**config.mk**
```make
export PLATFORM = sky130hd
export DESIGN_NAME = code_word_handshake_sender_flat
export DESIGN_NICKNAME = d
export VERILOG_FILES = /design/src/hw/rtl/cwhs_pkg.sv /design/src/hw/rtl/cwhs_if.sv /design/src/hw/rtl/cwhs_core.sv /design/src/hw/rtl/code_word_handshake_sender.sv /design/src/flat_wrapper.sv
export VERILOG_INCLUDE_DIRS = /design/src /design/src/hw/rtl
export SDC_FILE = /design/constraint.sdc
export NUM_CORES = 1
export LEC_CHECK = 0
export BUFFER_PORTS_ARGS = -buffer_cell sky130_fd_sc_hd__buf_4
export CAP_MARGIN = 20
export CORE_UTILIZATION = 58
export DETAILED_ROUTE_END_ITERATION = 16
export PLACE_DENSITY = 0.81
export RECOVER_POWER = 25
export SETUP_SLACK_MARGIN = 0.5
export SLEW_MARGIN = 5
export SYNTH_ARGS = -nofsm -noshare
export SYNTH_HDL_FRONTEND = slang
export SYNTH_SLANG_ARGS = --single-unit
```
**constraint.sdc**
```tcl
create_clock -name clk -period 4.34 [get_ports clk]
set_input_delay 0.217 -clock clk [delete_from_list [all_inputs] [get_ports clk]]
set_output_delay 0.217 -clock clk [all_outputs]
set_load 0.05 [all_outputs]
```
**src/hw/rtl/code_word_handshake_sender_assert.svh**
```systemverilog
// ----------------------------------------------------------------------------
// code word sender assertion macros
// concurrent checks on clk, disabled while rst_n is low; empty for synthesis
// ----------------------------------------------------------------------------
`ifndef CODE_WORD_HANDSHAKE_SENDER_ASSERT_SVH
`define CODE_WORD_HANDSHAKE_SENDER_ASSERT_SVH

`ifndef SYNTHESIS

// antecedent holds, consequent holds in the same cycle
`define CWHS_ASSERT_IMP(label, ante, cons) \
    label: assert property (@(posedge clk) disable iff (!rst_n) (ante) |-> (cons)) \
        else $error("check failed");

// antecedent holds, consequent holds in the next cycle
`define CWHS_ASSERT_NXT(label, ante, cons) \
    label: assert property (@(posedge clk) disable iff (!rst_n) (ante) |=> (cons)) \
        else $error("check failed");

`else

`define CWHS_ASSERT_IMP(label, ante, cons)
`define CWHS_ASSERT_NXT(label, ante, cons)

`endif

`endif

```
**src/hw/rtl/cwhs_pkg.sv**
```systemverilog
// ----------------------------------------------------------------------------
// code word sender package
// shared types and constants for the code word sender
// ----------------------------------------------------------------------------
`timescale 1ns / 1ps

package cwhs_pkg;

    typedef enum logic [3:0] {
        PH_IDLE  = 4'b0001,
        PH_SEND  = 4'b0010,
        PH_ACK   = 4'b0100,
        PH_DELAY = 4'b1000
    } phase_t;

    localparam logic OP_LOAD  = 1'b0;
    localparam logic OP_CYCLE = 1'b1;

    localparam logic REG_KEYBOARD_MODE = 1'b0;
    localparam logic REG_SETTLE_TICKS  = 1'b1;

    localparam logic [7:0] SETTLE_RESET = 8'd7;
    localparam logic [7:0] SEP_MORE     = 8'hf0;
    localparam logic [7:0] SEP_END      = 8'hff;
    localparam logic [7:0] COUNT_MAX    = 8'hff;

    localparam logic [1:0] STATUS_MORE = 2'd0;
    localparam logic [1:0] STATUS_EOF  = 2'd1;
    localparam logic [1:0] STATUS_BAD  = 2'd2;

    localparam logic [1:0] LAST_BYTE = 2'd3;

    typedef struct packed {
        logic        opcode;
        logic [31:0] code_word;
        logic [7:0]  separator;
        logic        busy_line;
        logic        time_tick;
    } item_t;

    typedef struct packed {
        logic [7:0] data_out;
        logic       strobe_line;
        logic       ready_res;
        logic       word_done;
        logic [1:0] word_status;
        logic       load_ignored;
    } result_t;

    typedef struct packed {
        logic       keyboard_mode;
        logic [7:0] settle_ticks;
    } cfg_t;

endpackage

```
**src/hw/rtl/cwhs_if.sv**
```systemverilog
// ----------------------------------------------------------------------------
// code word sender channels
// valid/ready channels for items, results and register writes
// ----------------------------------------------------------------------------
`timescale 1ns / 1ps

interface cwhs_item_if;
    logic        valid;
    logic        ready;
    logic        opcode;
    logic [31:0] code_word;
    logic [7:0]  separator;
    logic        busy_line;
    logic        time_tick;

    modport source (output valid, opcode, code_word, separator, busy_line, time_tick,
                    input ready);
    modport sink (input valid, opcode, code_word, separator, busy_line, time_tick,
                  output ready);
endinterface

interface cwhs_result_if;
    logic       valid;
    logic       ready;
    logic [7:0] data_out;
    logic       strobe_line;
    logic       ready_res;
    logic       word_done;
    logic [1:0] word_status;
    logic       load_ignored;

    modport source (output valid, data_out, strobe_line, ready_res, word_done, word_status,
                    load_ignored, input ready);
    modport sink (input valid, data_out, strobe_line, ready_res, word_done, word_status,
                  load_ignored, output ready);
endinterface

interface cwhs_cfg_if;
    logic       valid;
    logic       ready;
    logic       index;
    logic [7:0] data;

    modport source (output valid, index, data, input ready);
    modport sink (input valid, index, data, output ready);
endinterface

```
**src/hw/rtl/cwhs_core.sv**
```systemverilog
// ----------------------------------------------------------------------------
// code word sender core
// word conditioning and busy/strobe sequencer, one step per accepted item
// ----------------------------------------------------------------------------
`timescale 1ns / 1ps
`include "code_word_handshake_sender_assert.svh"

module cwhs_core
    import cwhs_pkg::*;
(
    input  logic    clk,
    input  logic    rst_n,
    input  logic    accept,
    input  item_t   item,
    input  cfg_t    cfg,
    output result_t result
);

    phase_t      phase_reg, phase_next;
    logic [1:0]  byte_index_reg, byte_index_next;
    logic [31:0] word_reg, word_next;
    logic [7:0]  separator_reg, separator_next;
    logic [7:0]  delay_count_reg, delay_count_next;
    logic        strobe_reg, strobe_next;

    logic [30:0]      rest;
    logic             few_holes;
    logic [31:0]      cond_word;
    logic [7:0]       count_inc;
    logic             finish;
    logic [1:0]       status;
    logic [1:0]       byte_sel;
    logic [3:0][7:0]  word_bytes;

    always_comb
    begin
        rest      = item.code_word[30:0];
        few_holes = ((rest & (rest - 31'd1)) == 31'd0);
        if (cfg.keyboard_mode)
        begin
            cond_word = {item.code_word[31] | few_holes, rest};
        end
        else
        begin
            cond_word = {1'b0, rest};
        end
    end

    always_comb
    begin
        case (separator_reg)
            SEP_MORE: status = STATUS_MORE;
            SEP_END:  status = STATUS_EOF;
            default:  status = STATUS_BAD;
        endcase
    end

    always_comb
    begin
        phase_next       = phase_reg;
        byte_index_next  = byte_index_reg;
        word_next        = word_reg;
        separator_next   = separator_reg;
        delay_count_next = delay_count_reg;
        strobe_next      = strobe_reg;
        finish           = 1'b0;
        count_inc        = delay_count_reg;

        case (phase_reg)
            PH_IDLE:
            begin
                if (item.opcode == OP_LOAD)
                begin
                    word_next        = cond_word;
                    separator_next   = item.separator;
                    byte_index_next  = 2'd0;
                    delay_count_next = 8'd0;
                    strobe_next      = 1'b0;
                    phase_next       = PH_SEND;
                end
            end
            PH_SEND:
            begin
                if (!item.busy_line)
                begin
                    strobe_next = 1'b1;
                    phase_next  = PH_ACK;
                end
            end
            PH_ACK:
            begin
                if (item.busy_line)
                begin
                    strobe_next = 1'b0;
                    if (byte_index_reg == LAST_BYTE)
                    begin
                        if (cfg.keyboard_mode && (cfg.settle_ticks != 8'd0))
                        begin
                            delay_count_next = 8'd0;
                            phase_next       = PH_DELAY;
                        end
                        else
                        begin
                            finish = 1'b1;
                        end
                    end
                    else
                    begin
                        byte_index_next = byte_index_reg + 2'd1;
                        phase_next      = PH_SEND;
                    end
                end
            end
            PH_DELAY:
            begin
                if (item.time_tick && (delay_count_reg != COUNT_MAX))
                begin
                    count_inc = delay_count_reg + 8'd1;
                end
                delay_count_next = count_inc;
                if (count_inc >= cfg.settle_ticks)
                begin
                    finish = 1'b1;
                end
            end
            default:
            begin
                phase_next  = PH_IDLE;
                strobe_next = 1'b0;
            end
        endcase

        if (finish)
        begin
            phase_next       = PH_IDLE;
            byte_index_next  = 2'd0;
            delay_count_next = 8'd0;
        end
    end

    // byte 0 sits in the top bits
    always_comb
    begin
        word_bytes = word_next;
        byte_sel   = ~byte_index_next;

        if ((phase_next == PH_SEND) || (phase_next == PH_ACK))
        begin
            result.data_out = word_bytes[byte_sel];
        end
        else
        begin
            result.data_out = 8'd0;
        end
        result.strobe_line  = strobe_next;
        result.ready_res    = (phase_next == PH_IDLE);
        result.word_done    = finish;
        result.word_status  = finish ? status : STATUS_MORE;
        result.load_ignored = (item.opcode == OP_LOAD) && (phase_reg != PH_IDLE);
    end

    always_ff @(posedge clk or negedge rst_n)
    begin
        if (!rst_n)
        begin
            phase_reg       <= PH_IDLE;
            byte_index_reg  <= 2'd0;
            word_reg        <= 32'd0;
            separator_reg   <= 8'd0;
            delay_count_reg <= 8'd0;
            strobe_reg      <= 1'b0;
        end
        else if (accept)
        begin
            phase_reg       <= phase_next;
            byte_index_reg  <= byte_index_next;
            word_reg        <= word_next;
            separator_reg   <= separator_next;
            delay_count_reg <= delay_count_next;
            strobe_reg      <= strobe_next;
        end
    end

    `CWHS_ASSERT_IMP(a_strobe_only_in_ack, strobe_reg, phase_reg == PH_ACK)
    `CWHS_ASSERT_IMP(a_idle_counters_clear, phase_reg == PH_IDLE,
                     (byte_index_reg == 2'd0) && (delay_count_reg == 8'd0))
    `CWHS_ASSERT_IMP(a_delay_after_last_byte, phase_reg == PH_DELAY,
                     byte_index_reg == LAST_BYTE)

endmodule

```
**src/hw/rtl/code_word_handshake_sender.sv**
```systemverilog
// ----------------------------------------------------------------------------
// code word handshake sender
// conditions a 32-bit code word and sends its bytes with a busy/strobe
// handshake; one result item for every input item
// ----------------------------------------------------------------------------
// item channel: one item per cycle of the parallel port; each item loads a
//   word or just samples the busy line and timer tick
// result channel: line levels, ready, done pulse and status after that item
// cfg channel: index 0 keyboard mode, index 1 settle ticks; always ready
// results reach the output register directly, or via the skid entry
// throughput: one item per cycle while results are taken; the sequencer
//   step between the state registers and the result register sets this
// a two-entry output buffer keeps taking items while one result waits;
//   with both entries full, item ready drops until the receiver takes one
// reset: sequencer idle, strobe low, buffer empty, keyboard mode 0,
//   settle ticks 7
// ----------------------------------------------------------------------------
`timescale 1ns / 1ps
`include "code_word_handshake_sender_assert.svh"

module code_word_handshake_sender
    import cwhs_pkg::*;
(
    input  logic          clk,
    input  logic          rst_n,
    cwhs_item_if.sink     item,
    cwhs_result_if.source result,
    cwhs_cfg_if.sink      cfg
);

    cfg_t    cfg_reg;
    item_t   item_bus;
    result_t core_result;

    result_t out_reg, out_next;
    logic    out_valid_reg, out_valid_next;
    result_t skid_reg, skid_next;
    logic    skid_valid_reg, skid_valid_next;

    logic item_fire;
    logic result_fire;

    assign cfg.ready = 1'b1;

    always_ff @(posedge clk or negedge rst_n)
    begin
        if (!rst_n)
        begin
            cfg_reg.keyboard_mode <= 1'b0;
            cfg_reg.settle_ticks  <= SETTLE_RESET;
        end
        else if (cfg.valid)
        begin
            case (cfg.index)
                REG_KEYBOARD_MODE: cfg_reg.keyboard_mode <= cfg.data[0];
                REG_SETTLE_TICKS:  cfg_reg.settle_ticks  <= cfg.data;
                default:           cfg_reg               <= cfg_reg;
            endcase
        end
    end

    assign item_bus.opcode    = item.opcode;
    assign item_bus.code_word = item.code_word;
    assign item_bus.separator = item.separator;
    assign item_bus.busy_line = item.busy_line;
    assign item_bus.time_tick = item.time_tick;

    assign item.ready  = !skid_valid_reg;
    assign item_fire   = item.valid && item.ready;
    assign result_fire = out_valid_reg && result.ready;

    cwhs_core u_core (
        .clk    (clk),
        .rst_n  (rst_n),
        .accept (item_fire),
        .item   (item_bus),
        .cfg    (cfg_reg),
        .result (core_result)
    );

    always_comb
    begin
        out_next        = out_reg;
        out_valid_next  = out_valid_reg;
        skid_next       = skid_reg;
        skid_valid_next = skid_valid_reg;

        if (result_fire)
        begin
            if (skid_valid_reg)
            begin
                out_next        = skid_reg;
                skid_valid_next = 1'b0;
            end
            else if (item_fire)
            begin
                out_next = core_result;
            end
            else
            begin
                out_valid_next = 1'b0;
            end
        end
        else if (item_fire)
        begin
            if (out_valid_reg)
            begin
                skid_next       = core_result;
                skid_valid_next = 1'b1;
            end
            else
            begin
                out_next       = core_result;
                out_valid_next = 1'b1;
            end
        end
    end

    always_ff @(posedge clk or negedge rst_n)
    begin
        if (!rst_n)
        begin
            out_valid_reg  <= 1'b0;
            skid_valid_reg <= 1'b0;
        end
        else
        begin
            out_valid_reg  <= out_valid_next;
            skid_valid_reg <= skid_valid_next;
        end
    end

    always_ff @(posedge clk)
    begin
        out_reg  <= out_next;
        skid_reg <= skid_next;
    end

    assign result.valid        = out_valid_reg;
    assign result.data_out     = out_reg.data_out;
    assign result.strobe_line  = out_reg.strobe_line;
    assign result.ready_res    = out_reg.ready_res;
    assign result.word_done    = out_reg.word_done;
    assign result.word_status  = out_reg.word_status;
    assign result.load_ignored = out_reg.load_ignored;

    `CWHS_ASSERT_IMP(a_skid_behind_main, skid_valid_reg, out_valid_reg)
    `CWHS_ASSERT_NXT(a_stall_fills_skid, item_fire && out_valid_reg && !result.ready,
                     skid_valid_reg)
    `CWHS_ASSERT_NXT(a_skid_holds, skid_valid_reg && !result.ready,
                     skid_valid_reg && $stable(skid_reg))

endmodule

```
**src/flat_wrapper.sv**
```systemverilog
// flat-port wrapper written by rule: the top's interface ports become plain ports
module code_word_handshake_sender_flat import cwhs_pkg::*;
  (clk, rst_n, item_valid, item_opcode, item_code_word, item_separator, item_busy_line, item_time_tick, item_ready, result_valid, result_data_out, result_strobe_line, result_ready_res, result_word_done, result_word_status, result_load_ignored, result_ready, cfg_valid, cfg_index, cfg_data, cfg_ready);
  cwhs_item_if item_i ();
  cwhs_result_if result_i ();
  cwhs_cfg_if cfg_i ();
  input  logic clk;
  input  logic rst_n;
  input wire logic [$bits(item_i.valid)-1:0] item_valid;
  input wire logic [$bits(item_i.opcode)-1:0] item_opcode;
  input wire logic [$bits(item_i.code_word)-1:0] item_code_word;
  input wire logic [$bits(item_i.separator)-1:0] item_separator;
  input wire logic [$bits(item_i.busy_line)-1:0] item_busy_line;
  input wire logic [$bits(item_i.time_tick)-1:0] item_time_tick;
  output wire logic [$bits(item_i.ready)-1:0] item_ready;
  output wire logic [$bits(result_i.valid)-1:0] result_valid;
  output wire logic [$bits(result_i.data_out)-1:0] result_data_out;
  output wire logic [$bits(result_i.strobe_line)-1:0] result_strobe_line;
  output wire logic [$bits(result_i.ready_res)-1:0] result_ready_res;
  output wire logic [$bits(result_i.word_done)-1:0] result_word_done;
  output wire logic [$bits(result_i.word_status)-1:0] result_word_status;
  output wire logic [$bits(result_i.load_ignored)-1:0] result_load_ignored;
  input wire logic [$bits(result_i.ready)-1:0] result_ready;
  input wire logic [$bits(cfg_i.valid)-1:0] cfg_valid;
  input wire logic [$bits(cfg_i.index)-1:0] cfg_index;
  input wire logic [$bits(cfg_i.data)-1:0] cfg_data;
  output wire logic [$bits(cfg_i.ready)-1:0] cfg_ready;
  assign item_i.valid = item_valid;
  assign item_i.opcode = item_opcode;
  assign item_i.code_word = item_code_word;
  assign item_i.separator = item_separator;
  assign item_i.busy_line = item_busy_line;
  assign item_i.time_tick = item_time_tick;
  assign item_ready = item_i.ready;
  assign result_valid = result_i.valid;
  assign result_data_out = result_i.data_out;
  assign result_strobe_line = result_i.strobe_line;
  assign result_ready_res = result_i.ready_res;
  assign result_word_done = result_i.word_done;
  assign result_word_status = result_i.word_status;
  assign result_load_ignored = result_i.load_ignored;
  assign result_i.ready = result_ready;
  assign cfg_i.valid = cfg_valid;
  assign cfg_i.index = cfg_index;
  assign cfg_i.data = cfg_data;
  assign cfg_ready = cfg_i.ready;
  code_word_handshake_sender u_core (.clk(clk), .rst_n(rst_n), .item(item_i), .result(result_i), .cfg(cfg_i));
endmodule
```
==> results of run 1 <==
per-layer routing:
metal / global-route usage / vias up / routed length (um)
met3: 0.0441 / 26 / 1200
met2: 0.440 / 250 / 6310
met1: 0.433 / 2183 / 5910
met5: 0 / - / 0
met4: 0.104 / 0 / 277
li1: - / 2203 / -
report_power, final:
group          leakage (nW)  switching, mW  internal (mW)  total [mW]
registers              1.10          0.232           1.27        1.50
clock network        0.0973          0.341          0.275       0.615
logic                  1.52          0.936          0.528        1.46
area by class of cell:
| class | instances | area (um2) | share of cell area |
|---|---|---|---|
| Clock buffer | 9 | 124 | 0.0201 |
| Timing Repair Buffer | 91 | 664 | 0.108 |
| Multi-Input combinational cell | 439 | 2610 | 0.422 |
| Tap cell | 108 | 135 | 0.0219 |
| Sequential cell | 94 | 2500 | 0.405 |
| Inverter | 17 | 63.8 | 0.0103 |
| Clock inverter | 7 | 80.1 | 0.0130 |
repair_timing:
item	in CTS	in global routing
hold buffers	1	0
gates resized for setup	3	4
pin swaps	1	3
buffers inserted	2	9
endpoints found under the hold margin	60	0
gates cloned	0	1
setup endpoints to repair	18	14
worst max-delay path, delay by kind of cell (launching register included):
kind | cells | cell delay [ns]
buffers and inverters | 1 | 0.18
adders and majority gates | 2 | 0.52
and+or+nand+nor | 3 | 0.72
xor gates and xnor gates | 1 | 0.23
DFF | 1 | 0.44
AOI/OAI and AO/OA | 5 | 1.14
muxes | 1 | 0.21
worst max-delay path by stage:
stage | from | end | slack [ns]
6_report | u_core.u_core.delay_count_reg[0]$_DFFE_PN0P_ | u_core.result.data_out[5]$_DFFE_PP_ | 0.62
5_1_grt | u_core.u_core.delay_count_reg[0]$_DFFE_PN0P_ | u_core.result.data_out[4]$_DFFE_PP_ | 0.48
4_1_cts | u_core.u_core.delay_count_reg[0]$_DFFE_PN0P_ | u_core.result.data_out[2]$_DFFE_PP_ | 0.60
3_5_place_dp | u_core.u_core.delay_count_reg[0]$_DFFE_PN0P_ | u_core.result.data_out[2]$_DFFE_PP_ | 0.25
3_3_place_gp | u_core.u_core.delay_count_reg[0]$_DFFE_PN0P_ | u_core.result.data_out[0]$_DFFE_PP_ | 0.46
2_1_floorplan | u_core.u_core.delay_count_reg[0]$_DFFE_PN0P_ | u_core.u_core.delay_count_reg[4]$_DFFE_PN0P_ | 0.69
layout by cell type, fill, tap and decap left out, types with 5 or more instances in the layout:
master / instances
sky130_fd_sc_hd__mux2i_1: 10
sky130_fd_sc_hd__o31ai_1: 14
sky130_fd_sc_hd__a21oi_1: 19
sky130_fd_sc_hd__and3_1: 5
sky130_fd_sc_hd__xnor2_1: 5
sky130_fd_sc_hd__o211ai_1: 5
sky130_fd_sc_hd__dfrtp_1: 62
sky130_fd_sc_hd__o21ai_1: 6
sky130_fd_sc_hd__mux2_2: 11
sky130_fd_sc_hd__o22a_1: 7
sky130_fd_sc_hd__mux2_1: 6
sky130_fd_sc_hd__o21ai_0: 28
sky130_fd_sc_hd__nor2b_1: 5
sky130_fd_sc_hd__nand3_1: 18
sky130_fd_sc_hd__edfxtp_1: 28
sky130_fd_sc_hd__clkbuf_1: 5
sky130_fd_sc_hd__nor4_1: 6
sky130_fd_sc_hd__inv_1: 16
sky130_fd_sc_hd__nor2_1: 42
sky130_fd_sc_hd__nand2_1: 156
sky130_fd_sc_hd__buf_4: 84
sky130_fd_sc_hd__a31oi_1: 5
sky130_fd_sc_hd__ha_1: 9
sky130_fd_sc_hd__clkbuf_8: 9
sky130_fd_sc_hd__nor3_1: 10
kinds of logic (layout without fill, tap and decap cells):
logic type | Yosys count | count (layout) | synth area share
AOI/OAI and AO/OA | 117 | 118 | 0.153
and+or+nand+nor | 275 | 275 | 0.242
buffers and inverters | 42 | 124 | 0.0347
muxes | 27 | 27 | 0.0557
other | 1 | 1 | 0.000717
adders and majority gates | 11 | 11 | 0.0254
DFF | 94 | 94 | 0.477
xor gates and xnor gates | 7 | 7 | 0.0117
==> Implementation_results.wiki, run 1 <==
{| class="wikitable"
! Metric !! Value
|-
| Cell with the most instances on the worst path || sky130_fd_sc_hd__ha_1
|-
| Fill cell instance count of the final layout || 642
|-
| H-tree depth || 3
|-
| Fmax || 0.269 GHz
|-
| Most common cell in the netlist || sky130_fd_sc_hd__nand2_1
|-
| 1st-iter DRT viols || 570
|-
| Class of the tightest hold or removal check || input port to flip-flop
|-
| Total power after layout || 3.58 mW
|-
| Count of cell types in the netlist || 72
|-
| Avg Synthesized Cell Area || 9.11 um2
|-
| Worst Reg2Reg Path Length in Cells || 13
|-
| Inst Count DP || 735
|-
| I/O Pins || 74
|-
| Transition time of the tightest slew-check pin || 1.66 ns
|-
| Most numerous cell types in the synthesized netlist || sky130_fd_sc_hd__nand2_1, sky130_fd_sc_hd__dfrtp_1, sky130_fd_sc_hd__nor2_1
|-
| Post-route clock period utilization || 0.857
|-
| Hold path start || item_separator[7]
|-
| Fraction of layout cells with a size suffix above 1 || 0.212
|-
| P per Cell Area || 580 nW/um2
|-
| Post-DR wirelength/cell || 17.9 um
|-
| Antenna fix cells || 0
|-
| Number of instances in the synthesized netlist || 574
|-
| Final layout net count || 718
|-
| Number of antenna violations at the first check in global routing || 0
|-
| Cell count of the worst hold path || 3
|-
| Final setup TNS || 0 ns
|-
| Slack of the worst reg-to-reg path || 0.62 ns
|-
| Area contributors post-synth || sky130_fd_sc_hd__dfrtp_1, sky130_fd_sc_hd__edfxtp_1, sky130_fd_sc_hd__nand2_1
|-
| Half-perimeter wire length after detailed placement || 9.31 mm
|-
| Overall die width || 97.0 um
|-
| Clock tree from TritonCTS || built
|-
| Run status || finished with violations
|-
| Post-Route Hold Slack || 0.0258 ns
|-
| Required time of the worst setup path || 4.45 ns
|-
| Port bufs || 72
|-
| Clock insertion delay at the later pin of the skew report || 0.37 ns
|-
| Die area || 9400 um2
|-
| Violations in the final reports || capacitance limit, slew limit
|-
| Max-cap viol count || 1
|-
| Area of the core || 8720 um2
|-
| Residual overflow from global routing || 0
|-
| Vias in the first global route || 4,396
|-
| RSZ-0062 raised after global routing || no
|-
| FF+latch count, synth || 94
|-
| Sequential area share after synthesis || 0.477
|-
| Cts bufs inserted || 9
|-
| Tmin final || 3.72 ns
|-
| Largest vdd supply drop || 0.275 mV
|-
| Portion of synthesized cell area occupied by the leading cell type || 0.297
|-
| Area overhead of the layout relative to synthesis || 18.0%
|-
| Final cell area excluding filler cells || 6170 um2
|-
| Flip-flop count of the largest register after layout || 32
|-
| Worst setup path category || flip-flop to flip-flop
|-
| Cell taking the most area after synthesis || sky130_fd_sc_hd__dfrtp_1
|-
| Final-report setup violation count || 0
|-
| LEAKAGE || 2.72 nW
|-
| Post-Layout Cell Count || 765
|-
| Global placement routability congestion || 0.908
|-
| # rows || 34
|-
| Critical register-to-register path startpoint || u_core.u_core.delay_count_reg[0]$_DFFE_PN0P_
|-
| Total cell area at the placement stage || 5840 um2
|-
| Most common flop cell mapped by yosys || sky130_fd_sc_hd__dfrtp_1
|-
| Worst setup timing slack at the placement stage || 0.253 ns
|-
| Clock tree root buffer cell || sky130_fd_sc_hd__clkbuf_8
|-
| Max-slew headroom || -0.108
|-
| Max Root-Sink Buffers || 2
|-
| Hold-critical path endpoint || u_core.u_core.separator_reg[7]$_DFFE_PN0P_
|-
| Cell area after synthesis || 5230 um2
|-
| Number of vias in the routed layout || 4,662
|-
| Crit path cell chain || ha_1 -> nand3_1 -> o21ai_2 -> or2_2 -> xnor2_1 -> ha_1 -> and3_1 -> a221oi_4 -> o221a_2 -> buf_4 -> mux2i_1 -> o22a_1 -> o31ai_1
|-
| Delay of the slowest cell on the worst path || 0.44 ns
|-
| Vias per cell || 6.09
|-
| Async S/R FF share, synth || 0.702
|-
| Clock slew seen by the registers of the worst setup and hold paths || 0.11 ns
|-
| Final clock skew || 0.0152 ns
|-
| Yosys warning count || 0
|-
| Endpoint class of the critical path || flip-flop
|-
| Largest fanout on the critical path || 7
|-
| Antenna-violating nets left || 0
|-
| Final-report hold violation count || 0
|-
| Element type at the critical path start || flip-flop
|-
| Sinks on Clock Net || 94
|-
| Remaining routing DRC violations || 0
|-
| Post-Synthesis Net Count || 640
|-
| Least setup slack across all paths after layout || 0.619 ns
|-
| First-pass GRT wire length || 22.0 mm
|-
| Number of enable flip-flop cells after synthesis || 28
|-
| Largest net degree at the start of global routing || 67
|-
| GR Util All Layers || 0.293
|-
| Initial core utilization || 0.600
|-
| Data arrival at the endpoint of the critical path || 3.83 ns
|-
| Post-Route WL || 13.7 mm
|-
| Slowest stage cell on the critical path || sky130_fd_sc_hd__dfrtp_1
|-
| Final cell utilization of the core || 0.708
|-
| Vertical die dimension || 97.0 um
|-
| Number of search-and-repair iterations in the first detailed-routing pass || 5
|-
| Final number of max-transition violations || 67
|-
| Capturing point of the worst reg2reg path || u_core.result.data_out[5]$_DFFE_PP_
|}
Note: power is estimated with default switching activity, not from simulation.
==> run 2, diff against run 1 <==
--- a/config.mk
+++ b/config.mk
@@ -6,11 +6,12 @@
 export SDC_FILE = /design/constraint.sdc
 export NUM_CORES = 1
 export LEC_CHECK = 0
+export ABC_AREA = 1
 export BUFFER_PORTS_ARGS = -buffer_cell sky130_fd_sc_hd__buf_4
 export CAP_MARGIN = 20
 export CORE_UTILIZATION = 58
 export DETAILED_ROUTE_END_ITERATION = 16
-export PLACE_DENSITY = 0.81
+export PLACE_DENSITY = 0.8
 export RECOVER_POWER = 25
 export SETUP_SLACK_MARGIN = 0.5
 export SLEW_MARGIN = 5
==> run 2 against run 1 <==
Net effect: the run still ends with capacitance limit, slew limit left; die area grew 7.5%; power up 1.7%; fmax rose by 2.7%; core utilization shrank 0.98 points; largest power group is now combinational logic.
==> Implementation_results.wiki, run 2 <==
{| class="wikitable"
! Metric !! Value
|-
| Number of instances in the synthesized netlist || 748 (+30%)
|-
| Final number of max-transition violations || 67 (unchanged)
|-
| Capturing point of the worst reg2reg path || u_core.result.data_out[2]$_DFFE_PP_
|-
| Cell taking the most area after synthesis || sky130_fd_sc_hd__dfrtp_1
|-
| Vias per cell || 5.46 (-10%)
|-
| Post-synthesis share of cell area spent on and, or, nand and nor gates || 0.274 (+0.0324)
|-
| Vias in the first global route || 4,695 (+6.8%)
|-
| RSZ-0062 raised after global routing || no
|-
| Final setup TNS || 0 ns (unchanged)
|-
| Antenna-violating nets left || 0 (unchanged)
|-
| 1st-iter DRT viols || 297 (-48%)
|-
| Crit path from || u_core.u_core.delay_count_reg[0]$_DFFE_PN0P_
|-
| Number of search-and-repair iterations in the first detailed-routing pass || 5 (unchanged)
|-
| P per Cell Area || 559 nW/um2 (-3.5%)
|-
| Worst setup path category || flip-flop to flip-flop
|-
| Residual overflow from global routing || 0 (unchanged)
|-
| Post-Synthesis Net Count || 814 (+27%)
|-
| Post-route clock period utilization || 0.835 (-0.0226)
|-
| Transition time of the tightest slew-check pin || 1.60 ns (-0.0582 ns)
|-
| # rows || 35 (+2.9%)
|-
| Slack of the worst reg-to-reg path || 0.72 ns (+0.10 ns)
|-
| Most used cells in the layout excluding fill and tap cells || sky130_fd_sc_hd__nand2_1, sky130_fd_sc_hd__inv_1, sky130_fd_sc_hd__nor2_1
|-
| Inst Count DP || 928 (+26%)
|-
| Largest fanout on the critical path || 14 (+7)
|-
| Cts bufs inserted || 9 (unchanged)
|-
| Most numerous cell types in the synthesized netlist || sky130_fd_sc_hd__nand2_1, sky130_fd_sc_hd__inv_1, sky130_fd_sc_hd__nor2_1
|-
| Max-cap viol count || 1 (unchanged)
|-
| I/O Pins || 74 (unchanged)
|-
| Max Root-Sink Buffers || 2 (unchanged)
|-
| Area overhead of the layout relative to synthesis || 15.6%
|-
| Final layout net count || 883 (+23%)
|-
| Endpoint class of the critical path || flip-flop
|-
| Adder and majority cell fraction of the synthesized area || 0.0200 (-0.00535)
|-
| Clock tree from TritonCTS || built
|-
| Worst Reg2Reg Path Length in Cells || 24 (+11)
|-
| Clock slew seen by the registers of the worst setup and hold paths || 0.10 ns (about the same)
|-
| Area contributors post-synth || sky130_fd_sc_hd__dfrtp_1, sky130_fd_sc_hd__edfxtp_1, sky130_fd_sc_hd__nand2_1
|-
| Remaining routing DRC violations || 0 (unchanged)
|-
| Largest vdd supply drop || 0.273 mV (-0.44%)
|-
| Final-report hold violation count || 0 (unchanged)
|-
| Data arrival at the endpoint of the critical path || 3.73 ns (-0.10 ns)
|-
| Die area || 10,100 um2 (+7.5%)
|-
| Port bufs || 72 (unchanged)
|-
| Fraction of layout cells with a size suffix above 1 || 0.153 (-0.0583)
|-
| Final cell area excluding filler cells || 6510 um2 (+5.5%)
|-
| Antenna fix cells || 0 (unchanged)
|-
| Count of cell types in the netlist || 43 (-40%)
|-
| Final-report setup violation count || 0 (unchanged)
|-
| Number of enable flip-flop cells after synthesis || 28 (unchanged)
|-
| Final cell utilization of the core || 0.698 (-0.00982)
|-
| Largest net degree at the start of global routing || 67 (unchanged)
|-
| Capture point of the worst path || u_core.result.data_out[2]$_DFFE_PP_
|-
| First-pass GRT wire length || 22.2 mm (+1.0%)
|-
| Run status || finished with violations
|-
| Violations in the final reports || capacitance limit, slew limit
|-
| Vertical die dimension || 101 um (+3.7%)
|-
| Yosys warning count || 0 (unchanged)
|-
| Required time of the worst setup path || 4.45 ns (about the same)
|-
| GR Util All Layers || 0.284 (-0.00855)
|-
| Sequential area share after synthesis || 0.444 (-0.0338)
|-
| Portion of synthesized cell area occupied by the leading cell type || 0.276 (-0.0210)
|-
| Tmin final || 3.62 ns (-0.0981 ns)
|-
| Initial core utilization || 0.604 (+0.00377)
|-
| Post-Layout Cell Count || 951 (+24%)
|-
| Post-DR wirelength/cell || 14.3 um (-20%)
|-
| Critical register-to-register path startpoint || u_core.u_core.delay_count_reg[0]$_DFFE_PN0P_
|-
| Class of the tightest hold or removal check || input port to flip-flop
|-
| Most common library cell in the layout ignoring fill and taps || sky130_fd_sc_hd__nand2_1
|-
| Xor and xnor fraction of the mapped netlist area || 0.0109 (-0.000831)
|-
| Sinks on Clock Net || 94 (unchanged)
|-
| Cell area after synthesis || 5630 um2 (+7.6%)
|-
| Global placement routability congestion || 0.924 (+1.8%)
|-
| Clock insertion delay at the later pin of the skew report || 0.37 ns (about the same)
|-
| Avg Synthesized Cell Area || 7.53 um2 (-17%)
|-
| LEAKAGE || 3.11 nW (+14%)
|-
| Element type at the critical path start || flip-flop
|-
| Dominant combinational cell family by area after synthesis || simple AND/OR/NAND/NOR gates
|-
| Fmax || 0.276 GHz (+2.7%)
|-
| Most common cell in the netlist || sky130_fd_sc_hd__nand2_1
|-
| Most common flop cell mapped by yosys || sky130_fd_sc_hd__dfrtp_1
|-
| Flip-flop count of the largest register after layout || 32 (unchanged)
|-
| Number of antenna violations at the first check in global routing || 0 (unchanged)
|-
| FF+latch count, synth || 94 (unchanged)
|-
| Max-slew headroom || -0.0691 (+0.0388)
|-
| Number of vias in the routed layout || 5,197 (+11%)
|-
| Half-perimeter wire length after detailed placement || 10.3 mm (+11%)
|-
| Cell count of the worst hold path || 2 (-1)
|-
| Clock tree root buffer cell || sky130_fd_sc_hd__clkbuf_8
|-
| Async S/R FF share, synth || 0.702 (unchanged)
|-
| Area of the core || 9330 um2 (+7.0%)
|-
| H-tree depth || 3 (unchanged)
|-
| Total cell area at the placement stage || 6240 um2 (+6.9%)
|-
| Final clock skew || 0.0111 ns (-0.00410 ns)
|-
| Post-Route WL || 13.6 mm (-0.34%)
|-
| Post-synthesis compound-gate area fraction || 0.148 (-0.00482)
|-
| Proportion of synthesized area in mux cells || 0.0100 (-0.0457)
|-
| Overall die width || 101 um (+3.7%)
|}
run 2: how the worst min path moves through the flow:
stage                                                       endpoint  slack, ns      start
after global placement    u_core.u_core.separator_reg[4]$_DFFE_PN0P_       0.36      rst_n
after CTS                              u_core.cfg_reg[8]$_DFFE_PN0P_       0.04  cfg_valid
after floorplan                        u_core.cfg_reg[3]$_DFFE_PN0P_      -0.08      rst_n
after global routing                   u_core.cfg_reg[8]$_DFFE_PN0P_       0.04  cfg_valid
final                                  u_core.cfg_reg[8]$_DFFE_PN0P_       0.05  cfg_valid
after detailed placement  u_core.u_core.separator_reg[3]$_DFFE_PN0P_       0.36      rst_n
run 2: area by class of cell:
| class | count | area [um2] |
|---|---|---|
| clock buffer | 10 | 128 |
| clock inverter | 6 | 116 |
| inverter | 102 | 395 |
| fill | 803 | 2820 |
| timing repair inverter | 1 | 8.76 |
| multi-input combinational | 528 | 2650 |
| sequential | 94 | 2500 |
| timing repair buffer | 81 | 556 |
| tap | 129 | 161 |
run 2: report_power, final:
group	internal, mW	switching (mW)
Sequential	1.27	0.142
Combinational	0.462	1.07
Clock	0.388	0.316
run 2: cell families (layout without fill, tap and decap cells):
family / Yosys count / in the layout
compound gates: 140 / 140
xor+xnor: 7 / 7
fa+ha+maj: 9 / 9
buf+inv: 128 / 200
flops: 94 / 94
mux: 5 / 5
other cells: 1 / 1
simple gates: 364 / 366
run 2: per-layer routing:
| metal | GRT usage | up-vias | wire length, um |
|---|---|---|---|
| li1 | - | 2562 | - |
| met4 | 0.118 | 0 | 386 |
| met2 | 0.438 | 207 | 6230 |
| met5 | 0 | - | 0 |
| met1 | 0.404 | 2392 | 6190 |
| met3 | 0.0416 | 36 | 839 |
run 2: metrics by stage:
step                      power, mW  hold slack [ns]  setup WS [ns]
after floorplan                2.56          -0.0786           1.17
after global placement         2.93            0.358          0.958
after detailed placement       2.98            0.365          0.739
after CTS                      3.68           0.0385          0.704
after global routing           3.89           0.0424          0.391
final                          3.64           0.0454          0.717
run 2: worst max-delay path, stage by stage (launching register included):
cell	delay (ns)
sky130_fd_sc_hd__dfrtp_1	0.44
sky130_fd_sc_hd__ha_1	0.22
sky130_fd_sc_hd__inv_1	0.08
sky130_fd_sc_hd__nor3_1	0.05
sky130_fd_sc_hd__nand3_1	0.10
sky130_fd_sc_hd__nand2_2	0.09
sky130_fd_sc_hd__nor2_2	0.13
sky130_fd_sc_hd__nand3_1	0.12
sky130_fd_sc_hd__nand3b_1	0.22
sky130_fd_sc_hd__xor2_1	0.24
sky130_fd_sc_hd__inv_1	0.07
sky130_fd_sc_hd__ha_1	0.27
sky130_fd_sc_hd__nand2_1	0.06
sky130_fd_sc_hd__nor2_1	0.16
sky130_fd_sc_hd__nand4_1	0.12
sky130_fd_sc_hd__o2111ai_1	0.12
sky130_fd_sc_hd__nand2_1	0.12
sky130_fd_sc_hd__nand2_4	0.14
sky130_fd_sc_hd__clkinv_8	0.11
sky130_fd_sc_hd__nand2_8	0.12
sky130_fd_sc_hd__o211ai_2	0.09
sky130_fd_sc_hd__nand3_1	0.09
sky130_fd_sc_hd__nand2_1	0.06
sky130_fd_sc_hd__nand2_1	0.09
sky130_fd_sc_hd__a21oi_1	0.07
run 2: what timing repair did:
item	CTS	global route
buffers inserted	0	3
hold endpoints to repair	62	0
endpoints found under the setup margin	0	16
hold buffers	1	0
resized for setup	0	6
